**src/hw/rtl/eiec_pkg.sv**
```systemverilog
`default_nettype none

package eiec_pkg;

    localparam int LINE_COUNT_DEF = 16;
    localparam int PIN_W          = 16;
    localparam int IRQ_W          = 7;
    localparam int PSEL_W         = 32;
    localparam int CFG_IDX_W      = 3;
    localparam int CFG_DATA_W     = 32;

    typedef enum logic [1:0] {
        OP_SAMPLE  = 2'd0,
        OP_CLEAR   = 2'd1,
        OP_TRIGGER = 2'd2,
        OP_NOP     = 2'd3
    } t_eiec_op;

    typedef enum logic [CFG_IDX_W-1:0] {
        CFG_PORT_SELECT    = 3'd0,
        CFG_RISING_ENABLE  = 3'd1,
        CFG_FALLING_ENABLE = 3'd2,
        CFG_INTERRUPT_MASK = 3'd3,
        CFG_EVENT_MASK     = 3'd4
    } t_eiec_cfg_idx;

    typedef struct packed {
        logic [1:0]       opcode;
        logic [PIN_W-1:0] pins_port_a;
        logic [PIN_W-1:0] pins_port_b;
        logic [PIN_W-1:0] pins_port_c;
        logic [PIN_W-1:0] pins_port_d;
        logic [PIN_W-1:0] write_data;
    } t_eiec_in;

    typedef struct packed {
        logic [PIN_W-1:0] pending_bits;
        logic [IRQ_W-1:0] irq_lines;
        logic [PIN_W-1:0] event_pulses;
    } t_eiec_out;

endpackage

`default_nettype wire

```
**src/hw/rtl/external_interrupt_edge_controller.sv**
```systemverilog
// Channel   Direction  Handshake                  Payload
// in        request in i_in_valid / o_in_ready    i_in_data  (t_eiec_in)
// out       result out o_out_valid / i_out_ready  o_out_data (t_eiec_out)
// cfg       write in   i_cfg_valid / o_cfg_ready  i_cfg_index, i_cfg_wdata
//
// One request per clock while o_in_ready is high: edge detect, pending update and
// IRQ reduction sit in one combinational pass from the accepted request into the
// result register.
// A two-entry result buffer (result register plus skid) keeps accepting while one
// result waits; o_in_ready drops only when both entries are full.
// Reset is synchronous, active low, and clears configuration, line state and the
// result valid flags to zero.
`default_nettype none

module external_interrupt_edge_controller #(
    parameter int LINE_COUNT = eiec_pkg::LINE_COUNT_DEF
) (
    input  wire                                 i_clk,
    input  wire                                 i_rst_n,
    input  wire                                 i_in_valid,
    output logic                                o_in_ready,
    input  eiec_pkg::t_eiec_in                  i_in_data,
    output logic                                o_out_valid,
    input  wire                                 i_out_ready,
    output eiec_pkg::t_eiec_out                 o_out_data,
    input  wire                                 i_cfg_valid,
    output logic                                o_cfg_ready,
    input  wire  [eiec_pkg::CFG_IDX_W-1:0]      i_cfg_index,
    input  wire  [eiec_pkg::CFG_DATA_W-1:0]     i_cfg_wdata
);
    import eiec_pkg::*;

    localparam logic [PIN_W-1:0] LineMask = PIN_W'((33'd1 << LINE_COUNT) - 33'd1);

    logic [PSEL_W-1:0] r_port_select;
    logic [PIN_W-1:0]  r_rise_en, r_fall_en, r_irq_mask, r_evt_mask;
    logic [PIN_W-1:0]  r_prev, r_pending, r_swtrig;
    logic [PIN_W-1:0]  n_prev, n_pending, n_swtrig;

    logic              r_main_vld, r_skid_vld;
    t_eiec_out         r_main, r_skid;
    t_eiec_out         n_res;

    logic [PIN_W-1:0]  levels, fired, data, active;
    logic [1:0]        psel;
    logic              in_acc, out_acc, cfg_acc;

    assign o_in_ready  = !r_skid_vld;
    assign o_cfg_ready = 1'b1;
    assign o_out_valid = r_main_vld;
    assign o_out_data  = r_main;

    assign in_acc  = i_in_valid && o_in_ready;
    assign out_acc = r_main_vld && i_out_ready;
    assign cfg_acc = i_cfg_valid && o_cfg_ready;

    // line n follows pin n of the port picked by its select field
    always_comb begin
        levels = '0;
        for (int n = 0; n < PIN_W; n++) begin
            psel = r_port_select[2*n +: 2];
            case (psel)
                2'd0:    levels[n] = i_in_data.pins_port_a[n];
                2'd1:    levels[n] = i_in_data.pins_port_b[n];
                2'd2:    levels[n] = i_in_data.pins_port_c[n];
                default: levels[n] = i_in_data.pins_port_d[n];
            endcase
        end
        levels = levels & LineMask;
    end

    assign data = i_in_data.write_data & LineMask;

    always_comb begin
        fired     = '0;
        n_prev    = r_prev;
        n_pending = r_pending;
        n_swtrig  = r_swtrig;
        case (t_eiec_op'(i_in_data.opcode))
            OP_SAMPLE: begin
                fired = ((levels & ~r_prev & r_rise_en) | (~levels & r_prev & r_fall_en))
                        & LineMask;
                n_pending = r_pending | fired;
                n_prev    = levels;
            end
            OP_CLEAR: begin
                n_pending = r_pending & ~data;
                n_swtrig  = r_swtrig & ~data;
            end
            OP_TRIGGER: begin
                // only 0->1 transitions of the trigger register fire
                fired     = data & ~r_swtrig;
                n_swtrig  = r_swtrig | data;
                n_pending = r_pending | fired;
            end
            default: ;
        endcase
    end

    assign active = n_pending & r_irq_mask;

    always_comb begin
        n_res.pending_bits = n_pending;
        n_res.irq_lines    = {|active[15:10], |active[9:5], active[4:0]};
        n_res.event_pulses = fired & r_evt_mask;
    end

    always_ff @(posedge i_clk) begin
        if (!i_rst_n) begin
            r_port_select <= '0;
            r_rise_en     <= '0;
            r_fall_en     <= '0;
            r_irq_mask    <= '0;
            r_evt_mask    <= '0;
        end else if (cfg_acc) begin
            case (t_eiec_cfg_idx'(i_cfg_index))
                CFG_PORT_SELECT:    r_port_select <= i_cfg_wdata;
                CFG_RISING_ENABLE:  r_rise_en     <= i_cfg_wdata[PIN_W-1:0];
                CFG_FALLING_ENABLE: r_fall_en     <= i_cfg_wdata[PIN_W-1:0];
                CFG_INTERRUPT_MASK: r_irq_mask    <= i_cfg_wdata[PIN_W-1:0];
                CFG_EVENT_MASK:     r_evt_mask    <= i_cfg_wdata[PIN_W-1:0];
                default: ;
            endcase
        end
    end

    always_ff @(posedge i_clk) begin
        if (!i_rst_n) begin
            r_prev    <= '0;
            r_pending <= '0;
            r_swtrig  <= '0;
        end else if (in_acc) begin
            r_prev    <= n_prev;
            r_pending <= n_pending;
            r_swtrig  <= n_swtrig;
        end
    end

    always_ff @(posedge i_clk) begin
        if (!i_rst_n) begin
            r_main_vld <= 1'b0;
            r_skid_vld <= 1'b0;
        end else if (out_acc) begin
            // a new request can only arrive here while the skid is empty
            r_main_vld <= r_skid_vld || in_acc;
            r_skid_vld <= 1'b0;
        end else if (in_acc) begin
            if (!r_main_vld) begin
                r_main_vld <= 1'b1;
            end else begin
                r_skid_vld <= 1'b1;
            end
        end
    end

    always_ff @(posedge i_clk) begin
        if (out_acc && r_skid_vld) begin
            r_main <= r_skid;
        end
        // skid is empty whenever a request is accepted
        if (in_acc) begin
            if (!r_main_vld || out_acc) begin
                r_main <= n_res;
            end else begin
                r_skid <= n_res;
            end
        end
    end

endmodule

`default_nettype wire

```
**config.mk**
```make
export PLATFORM = sky130hd
export DESIGN_NAME = external_interrupt_edge_controller
export DESIGN_NICKNAME = d
export VERILOG_FILES = /design/src/hw/rtl/eiec_pkg.sv /design/src/hw/rtl/external_interrupt_edge_controller.sv
export SDC_FILE = /design/constraint.sdc
export NUM_CORES = 1
export LEC_CHECK = 0
export BUFFER_PORTS_ARGS = -buffer_cell sky130_fd_sc_hd__buf_2
export CAP_MARGIN = 15
export CORE_UTILIZATION = 60
export CTS_CLUSTER_DIAMETER = 200
export DETAILED_ROUTE_END_ITERATION = 16
export PLACE_DENSITY = 0.93
export SLEW_MARGIN = 25
export SYNTH_ARGS = -nofsm -noshare
export SYNTH_HDL_FRONTEND = slang
export SYNTH_SLANG_ARGS = --single-unit
```
**constraint.sdc**
```tcl
create_clock -name i_clk -period 7.82 [get_ports i_clk]
set_clock_uncertainty 0.2 [all_clocks]
set_input_delay 0.391 -clock i_clk [delete_from_list [all_inputs] [get_ports i_clk]]
set_output_delay 0.391 -clock i_clk [all_outputs]
set_load 0.05 [all_outputs]
```
==> results of run 1 <==
## cell usage after synthesis (16+ instances only)
cell	number
a21boi_1	25
o21ai_0	40
dfxtp_1	185
nand3_1	26
edfxtp_1	39
mux2i_1	43
clkbuf_1	56
a21oi_1	54
nand2_1	311
and2_1	17
nor2b_1	25
nor2_1	55
mux4_2	16
a21boi_0	114
inv_1	22
## power groups by stage
stage	Clock [mW]	Sequential, mW	Combinational, mW
2_1_floorplan	0	1.38	0.161
3_3_place_gp	0	1.28	0.366
3_5_place_dp	0	1.28	0.375
4_1_cts	1.08	1.26	0.397
5_1_grt	1.13	1.26	0.432
6_report	1.08	1.26	0.404
## layout by cell type (no fill, tap or decap), types with 9 or more instances in the layout
cell,n
inv_1,22
a21oi_1,54
a21boi_1,25
edfxtp_1,39
mux2i_1,43
nand2_1,309
clkbuf_16,24
nor2b_1,25
and2_1,15
o21ai_0,40
a21boi_0,114
nand2b_1,15
dfxtp_1,185
clkbuf_1,9
nand3_1,25
nor2_1,53
mux4_2,16
dlygate4sd3_1,45
buf_2,161
## through the flow
step,hold slack (ns),setup WS (ns),power [mW],std cells
4_1_cts,0.00239,5.10,2.74,1557
2_1_floorplan,0.230,4.50,1.54,1151
3_5_place_dp,0.243,4.57,1.66,1470
5_1_grt,0.0114,4.92,2.83,1559
3_3_place_gp,0.238,4.55,1.65,1470
6_report,0.0111,5.03,2.74,1559
## routing by layer
metal	vias to the layer above	global-route usage [%]
li1	4266	-
met5	-	0
met1	4214	40.5
met4	0	10.8
met2	404	51.6
met3	64	4.41
## final timing paths
path / cells after the start / from / end / slack, ns
setup / recovery: 7 / i_in_data[80] / r_skid[21]$_DFFE_PP_ / 5.03
hold / removal: 3 / i_cfg_wdata[11] / r_fall_en[11]$_SDFFE_PN0P_ / 0.01
setup reg to reg: 6 / r_port_select[10]$_SDFFE_PN0P_ / r_skid[21]$_DFFE_PP_ / 5.13
hold reg to reg: 2 / register / register / 0.25
## final cells by class
type / instances / area (sq um) / area share (%)
diodes: 1 / 2.50 / 0.0203
clock buffers: 37 / 689 / 5.60
clock inverters: 5 / 56.3 / 0.457
inverters: 22 / 82.6 / 0.671
multi-input cells: 836 / 4990 / 40.6
flip-flops and latches: 224 / 4870 / 39.6
well taps: 220 / 275 / 2.24
repair buffers: 214 / 1340 / 10.9
## worst reg2reg max path, delay by kind of cell, from the launching register on
family	cells	cell delay (ns)
and+or+nand+nor	2	0.31
DFF	1	0.39
AOI/OAI and AO/OA	2	0.76
muxes	2	0.78
## sequential cells by signal, summed over array words and instances (netlist names), 16 cells and up, named ones only
register,count
r_evt_mask,16
o_out_data,39
r_pending,16
r_rise_en,16
r_prev,16
r_port_select,32
r_skid,39
r_irq_mask,16
r_fall_en,16
## logic make-up (layout without fill, tap and decap cells)
| logic type | after synthesis | in the layout |
|---|---|---|
| and+or+nand+nor | 485 | 485 |
| AOI/OAI and AO/OA | 279 | 279 |
| adders and majority gates | 4 | 4 |
| muxes | 67 | 67 |
| DFF | 224 | 224 |
| other | 1 | 2 |
| buffers and inverters | 91 | 278 |
## what timing repair did
item,4_1_cts,5_1_grt
setup endpoints to repair,0,0
hold buffers,45,0
hold endpoints to repair,73,0
==> results_dict.tcl, run 1 <==
set metrics [dict create \
    status "finished, final reports clean" \
    ctsResizeCount 0 \
    combPwrFrac_pct 14.7 \
    synth_xor_area_share_pct 0 \
    synthSimpleGateAreaFrac_pct 20.8 \
    clk_root_buffer_cell "clkbuf_16" \
    vdd_drop_max_uv 171 \
    die_area_sq_mm 0.0175 \
    die_x_um 132 \
    power_leakage_nw 4.89 \
    synth.distinct_cells 59 \
    crit_fanout 22 \
    synthFlopType "dfxtp_1" \
    setup_viol 0 \
    drt-wirelength-per-cell_um 17.4 \
    synth_top_family_by_area "simple AND/OR/NAND/NOR gates" \
    ant_nets 0 \
    grt_pass1_wl_mm 43.3 \
    synthArstFlopShare_pct 0 \
    drt_wl_total_mm 27.1 \
    cts_htree_levels 1 \
    vias 8948 \
    crit_required_ns 7.87 \
    hold_path.class "primary input to register" \
    utilization_pct 74.2 \
    critPathLaunchType "primary input" \
    power_frac_seq_pct 45.9 \
    stdcell_area_sq_mm 0.0123 \
    drive_gt1_share_pct 18.4 \
    nets 1447 \
    synth_area_leader_cell "dfxtp_1" \
    relSlewSlack_pct 40.9 \
    yosys_warnings 0 \
    p_sw_share_pct 27.0 \
    cts_setup_buffers 0 \
    cellPowerDensity_mw_per_mm2 223 \
    grt_usage_pct 30.7 \
    fin_crit_sh_pct 35.7 \
    synth_area_sq_mm 0.0102 \
    place_area_sq_mm 0.0111 \
    start_util_pct 61.6 \
    cts_made_buffers 23 \
    cts_tree "done" \
    fill_cells 1164 \
    path_clk_slew_ns 0.06 \
    synth.area.mux_share_pct 8.63 \
    critPathKind "primary input to register" \
    syn_to_final_growth_pct 20.6 \
    route.detailed.drc 0 \
    synth_edf_count 39 \
    die_h_um 132 \
    synth_compound_area_share_pct 18.7 \
    critPathArrivalTime_ns 2.85 \
    gp_congestion 0.922 \
    crit_path_top_delay_cell "ha_1" \
    grt_max_degree 79 \
    post-route-min-period_ns 2.79 \
    met3_length_mm 2.04 \
    crit_path_cell_trace "buf_2 -> ha_1 -> inv_1 -> and4_4 -> a2111o_1 -> a2111oi_4 -> nand2_1" \
    cp_top_family "compound AO/OA/AOI/OAI gates" \
    endpoint_kind "register" \
    max_freq_mhz 358 \
    seq_area_frac_synth_pct 47.8 \
    maxCapViolCount 0 \
    intPower_mw 2.00 \
    clock_latency_ns 0.51 \
    syn_nets 1277 \
    core.rowCount 47 \
    synthCells 1151 \
    drt-met1-wl_mm 11.5 \
    drtIter0Drc 785 \
    synth.avg_cell_area_sq_um 8.87 \
    place_hpwl_mm 17.3 \
    synth_seq_cells 224 \
    synth_top_area_share_pct 36.3 \
    pin_count 164 \
    finalSetupTns_ns 0 \
    synthTopCellsByArea "dfxtp_1 36%, edfxtp_1 11%, nand2_1 11%, a21boi_0 8.4%, mux2i_1 4.2%" \
    antenna_found_initial 1 \
    slew_viol_final 0 \
    clk_path_buf_depth 3 \
    avgViaCountPerCell 5.74 \
    core-area_sq_mm 0.0166 \
    clkSinkCount 224 \
    port_buffers 162 \
    switchingPower_mw 0.741 \
    worst_pin_slew_ns 0.886 \
    synthAdderAreaFrac_pct 0.490 \
    rsz0062_at_grt "no" \
    drtPass1Iterations 6 \
    crit_buf_inv 2 \
    cpPeakStageDelay_ns 0.73 \
    clkPwrFrac_pct 39.3 \
    overflow 0 \
    wl_met2_mm 12.9 \
    top_layer "met4" \
    grt_pass1_vias 8734 \
    hold_viol_final 0 \
]
Note: power is estimated with default switching activity, not from simulation.
==> inputs of run 2 (changes only) <==
--- a/config.mk
+++ b/config.mk
@@ -5,12 +5,13 @@
 export SDC_FILE = /design/constraint.sdc
 export NUM_CORES = 1
 export LEC_CHECK = 0
+export ABC_AREA = 1
 export BUFFER_PORTS_ARGS = -buffer_cell sky130_fd_sc_hd__buf_2
 export CAP_MARGIN = 15
-export CORE_UTILIZATION = 60
+export CORE_UTILIZATION = 51
 export CTS_CLUSTER_DIAMETER = 200
 export DETAILED_ROUTE_END_ITERATION = 16
-export PLACE_DENSITY = 0.93
+export PLACE_DENSITY = 0.85
 export SLEW_MARGIN = 25
 export SYNTH_ARGS = -nofsm -noshare
 export SYNTH_HDL_FRONTEND = slang
==> constraint.sdc (replaced) <==
create_clock -name i_clk -period 2.46 [get_ports i_clk]
set_clock_uncertainty 0.2 [all_clocks]
set_input_delay 0.123 -clock i_clk [delete_from_list [all_inputs] [get_ports i_clk]]
set_output_delay 0.123 -clock i_clk [all_outputs]
set_load 0.05 [all_outputs]
==> results_dict.tcl, run 2 <==
set metrics [dict create \
    diodes 0 \
    synthTopCellsByCount "234 x nand2_1, 185 x dfxtp_1, 156 x o21ai_0" \
    route.detailed.drc 0 \
    clock_latency_ns 0.51 \
    maxCapViolCount 0 \
    violations "hold timing" \
    critPathArrivalTime_ns 2.40 \
    synthArstFlopShare_pct 0 \
    critPathLaunchType "register" \
    drtIter0Drc 921 \
    die_x_um 141 \
    synthFlopType "dfxtp_1" \
    setup_viol 0 \
    drive_gt1_share_pct 16.3 \
    grt_max_degree 64 \
    placed_cells 1640 \
    ant_nets 0 \
    fin_crit_sh_pct 95.0 \
    pin_count 164 \
    syn_to_final_growth_pct 30.8 \
    nets 1679 \
    synth_edf_count 39 \
    synth_seq_cells 224 \
    cts_tree "done" \
    worst_pin_slew_ns 0.961 \
    synth.distinct_cells 34 \
    drtPass1Iterations 5 \
    avgViaCountPerCell 5.41 \
    path_clk_slew_ns 0.06 \
    hold_viol_final 1 \
    port_buffers 162 \
    dp_slack_ns 0.357 \
    grt_pass1_vias 9178 \
    die_h_um 141 \
    synth_most_common_cell "nand2_1" \
    drt_wl_total_mm 28.0 \
    relSlewSlack_pct 35.9 \
    crit_fanout 3 \
    clk_root_buffer_cell "clkbuf_16" \
    yosys_warnings 0 \
    core.rowCount 50 \
    grt_pass1_wl_mm 45.6 \
    status "finished, violations left" \
    gp_congestion 0.917 \
    rsz0062_at_grt "yes" \
    max_freq_mhz 428 \
    synth_area_leader_cell "dfxtp_1" \
    core-area_sq_mm 0.0188 \
    die_area_sq_mm 0.0198 \
    holdWs_ns -0.0307 \
    overflow 0 \
    cts_made_buffers 24 \
    synthCells 1292 \
    drt-wirelength-per-cell_um 15.6 \
    crit_required_ns 2.52 \
    synth_area_sq_mm 0.00979 \
    synth.avg_cell_area_sq_um 7.58 \
    synthTopCellsByArea "dfxtp_1 38%, edfxtp_1 12%, nand2_1 9.0%, o21ai_0 8.0%, nor2_1 5.7%" \
    vias 9752 \
    clk_path_buf_depth 3 \
    grt_usage_pct 28.7 \
    clkSinkCount 224 \
    antenna_found_initial 0 \
    layout_common_cells "232 x nand2_1, 180 x dfxtp_1, 161 x buf_2, 156 x o21ai_0, 146 x nor2_1" \
    vdd_drop_max_uv 521 \
    post-route-min-period_ns 2.34 \
    endpoint_kind "register" \
    layout.cells.non_filler 1803 \
    place_hpwl_mm 17.9 \
    cts_htree_levels 1 \
    start_util_pct 52.2 \
    cellPowerDensity_mw_per_mm2 702 \
    slew_viol_final 0 \
    syn_nets 1418 \
    fin_ws_ns 0.123 \
    power_leakage_nw 5.48 \
    layout_commonest_cell "nand2_1" \
    critPathKind "register to register" \
    hold_path.class "primary input to register" \
    synth_top_area_share_pct 37.8 \
    cts_setup_buffers 0 \
    seq_area_frac_synth_pct 49.8 \
]
==> run 2: worst paths after layout <==
check                                                     from                        end  slack (ns)  cells past startpoint
worst max-delay path            r_port_select[13]$_SDFFE_PN0P_       r_skid[21]$_DFFE_PP_        0.12                     11
worst min-delay path                             i_in_data[21]     r_prev[5]$_SDFFE_PN0P_       -0.03                      5
worst max register to register  r_port_select[13]$_SDFFE_PN0P_       r_skid[21]$_DFFE_PP_        0.12                     11
worst min register to register       r_rise_en[5]$_SDFFE_PN0P_  r_rise_en[5]$_SDFFE_PN0P_        0.24                      2
==> run 2: logic make-up (layout without fill, tap and decap cells) <==
logic type / after synthesis / after routing / share of synthesized area (%)
and+or+nand+nor: 512 / 512 / 21.9
AOI/OAI and AO/OA: 344 / 344 / 18.9
DFF: 224 / 224 / 49.8
buffers and inverters: 202 / 479 / 8.30
muxes: 5 / 5 / 0.511
adders and majority gates: 4 / 4 / 0.511
other: 1 / 1 / 0.0383
==> run 2: metal layers <==
metal,track usage (%),up-vias,part of all wire (%)
met4,7.49,0,2.1
met5,0,-,0
li1,-,4794,-
met3,4.10,49,7.7
met1,38.9,4476,43
met2,48.0,433,47
==> run 2: where the power goes <==
part	switching, mW	leakage (nW)	internal [mW]
clock network	1.42	0.364	2.01
registers	0.116	1.85	3.95
logic	0.965	3.26	0.524
total	2.50	5.48	6.48
==> run 2: final cells by class <==
class / count / area (sq um)
sequential: 224 / 4880
tap: 234 / 293
multi-input combinational: 866 / 4150
timing repair buffer: 302 / 2230
inverter: 135 / 507
clock inverter: 9 / 67.6
clock buffer: 33 / 676
fill: 1472 / 5970
==> run 2: critical path, stage by stage (launching register included) <==
cell and delay [ns]:
dfxtp_1 0.35, inv_1 0.08, nand2_1 0.06, nand3_1 0.09, dlygate4sd3_1 0.57, nand2_1 0.09
nand2_1 0.11, nand3_2 0.09, o21ai_1 0.08, nand3_1 0.07, nand3_1 0.10, or2_1 0.21
==> run 2: stage by stage <==
step	utilization [%]	setup TNS [ns]	instance area (sq um)	power, mW
2_1_floorplan	-	0	9800	5.00
3_3_place_gp	57.6	0	10800	5.39
3_5_place_dp	57.6	0	10800	5.42
4_1_cts	68.2	0	12800	8.98
5_1_grt	68.2	-0.00273	12800	9.34
6_report	68.2	0	12800	8.98
==> run 2: timing repair <==
action / 4_1_cts / 5_1_grt
setup endpoints to repair: 0 / 14
hold buffers: 125 / 0
hold endpoints to repair: 218 / 0
gates resized for setup: 0 / 12
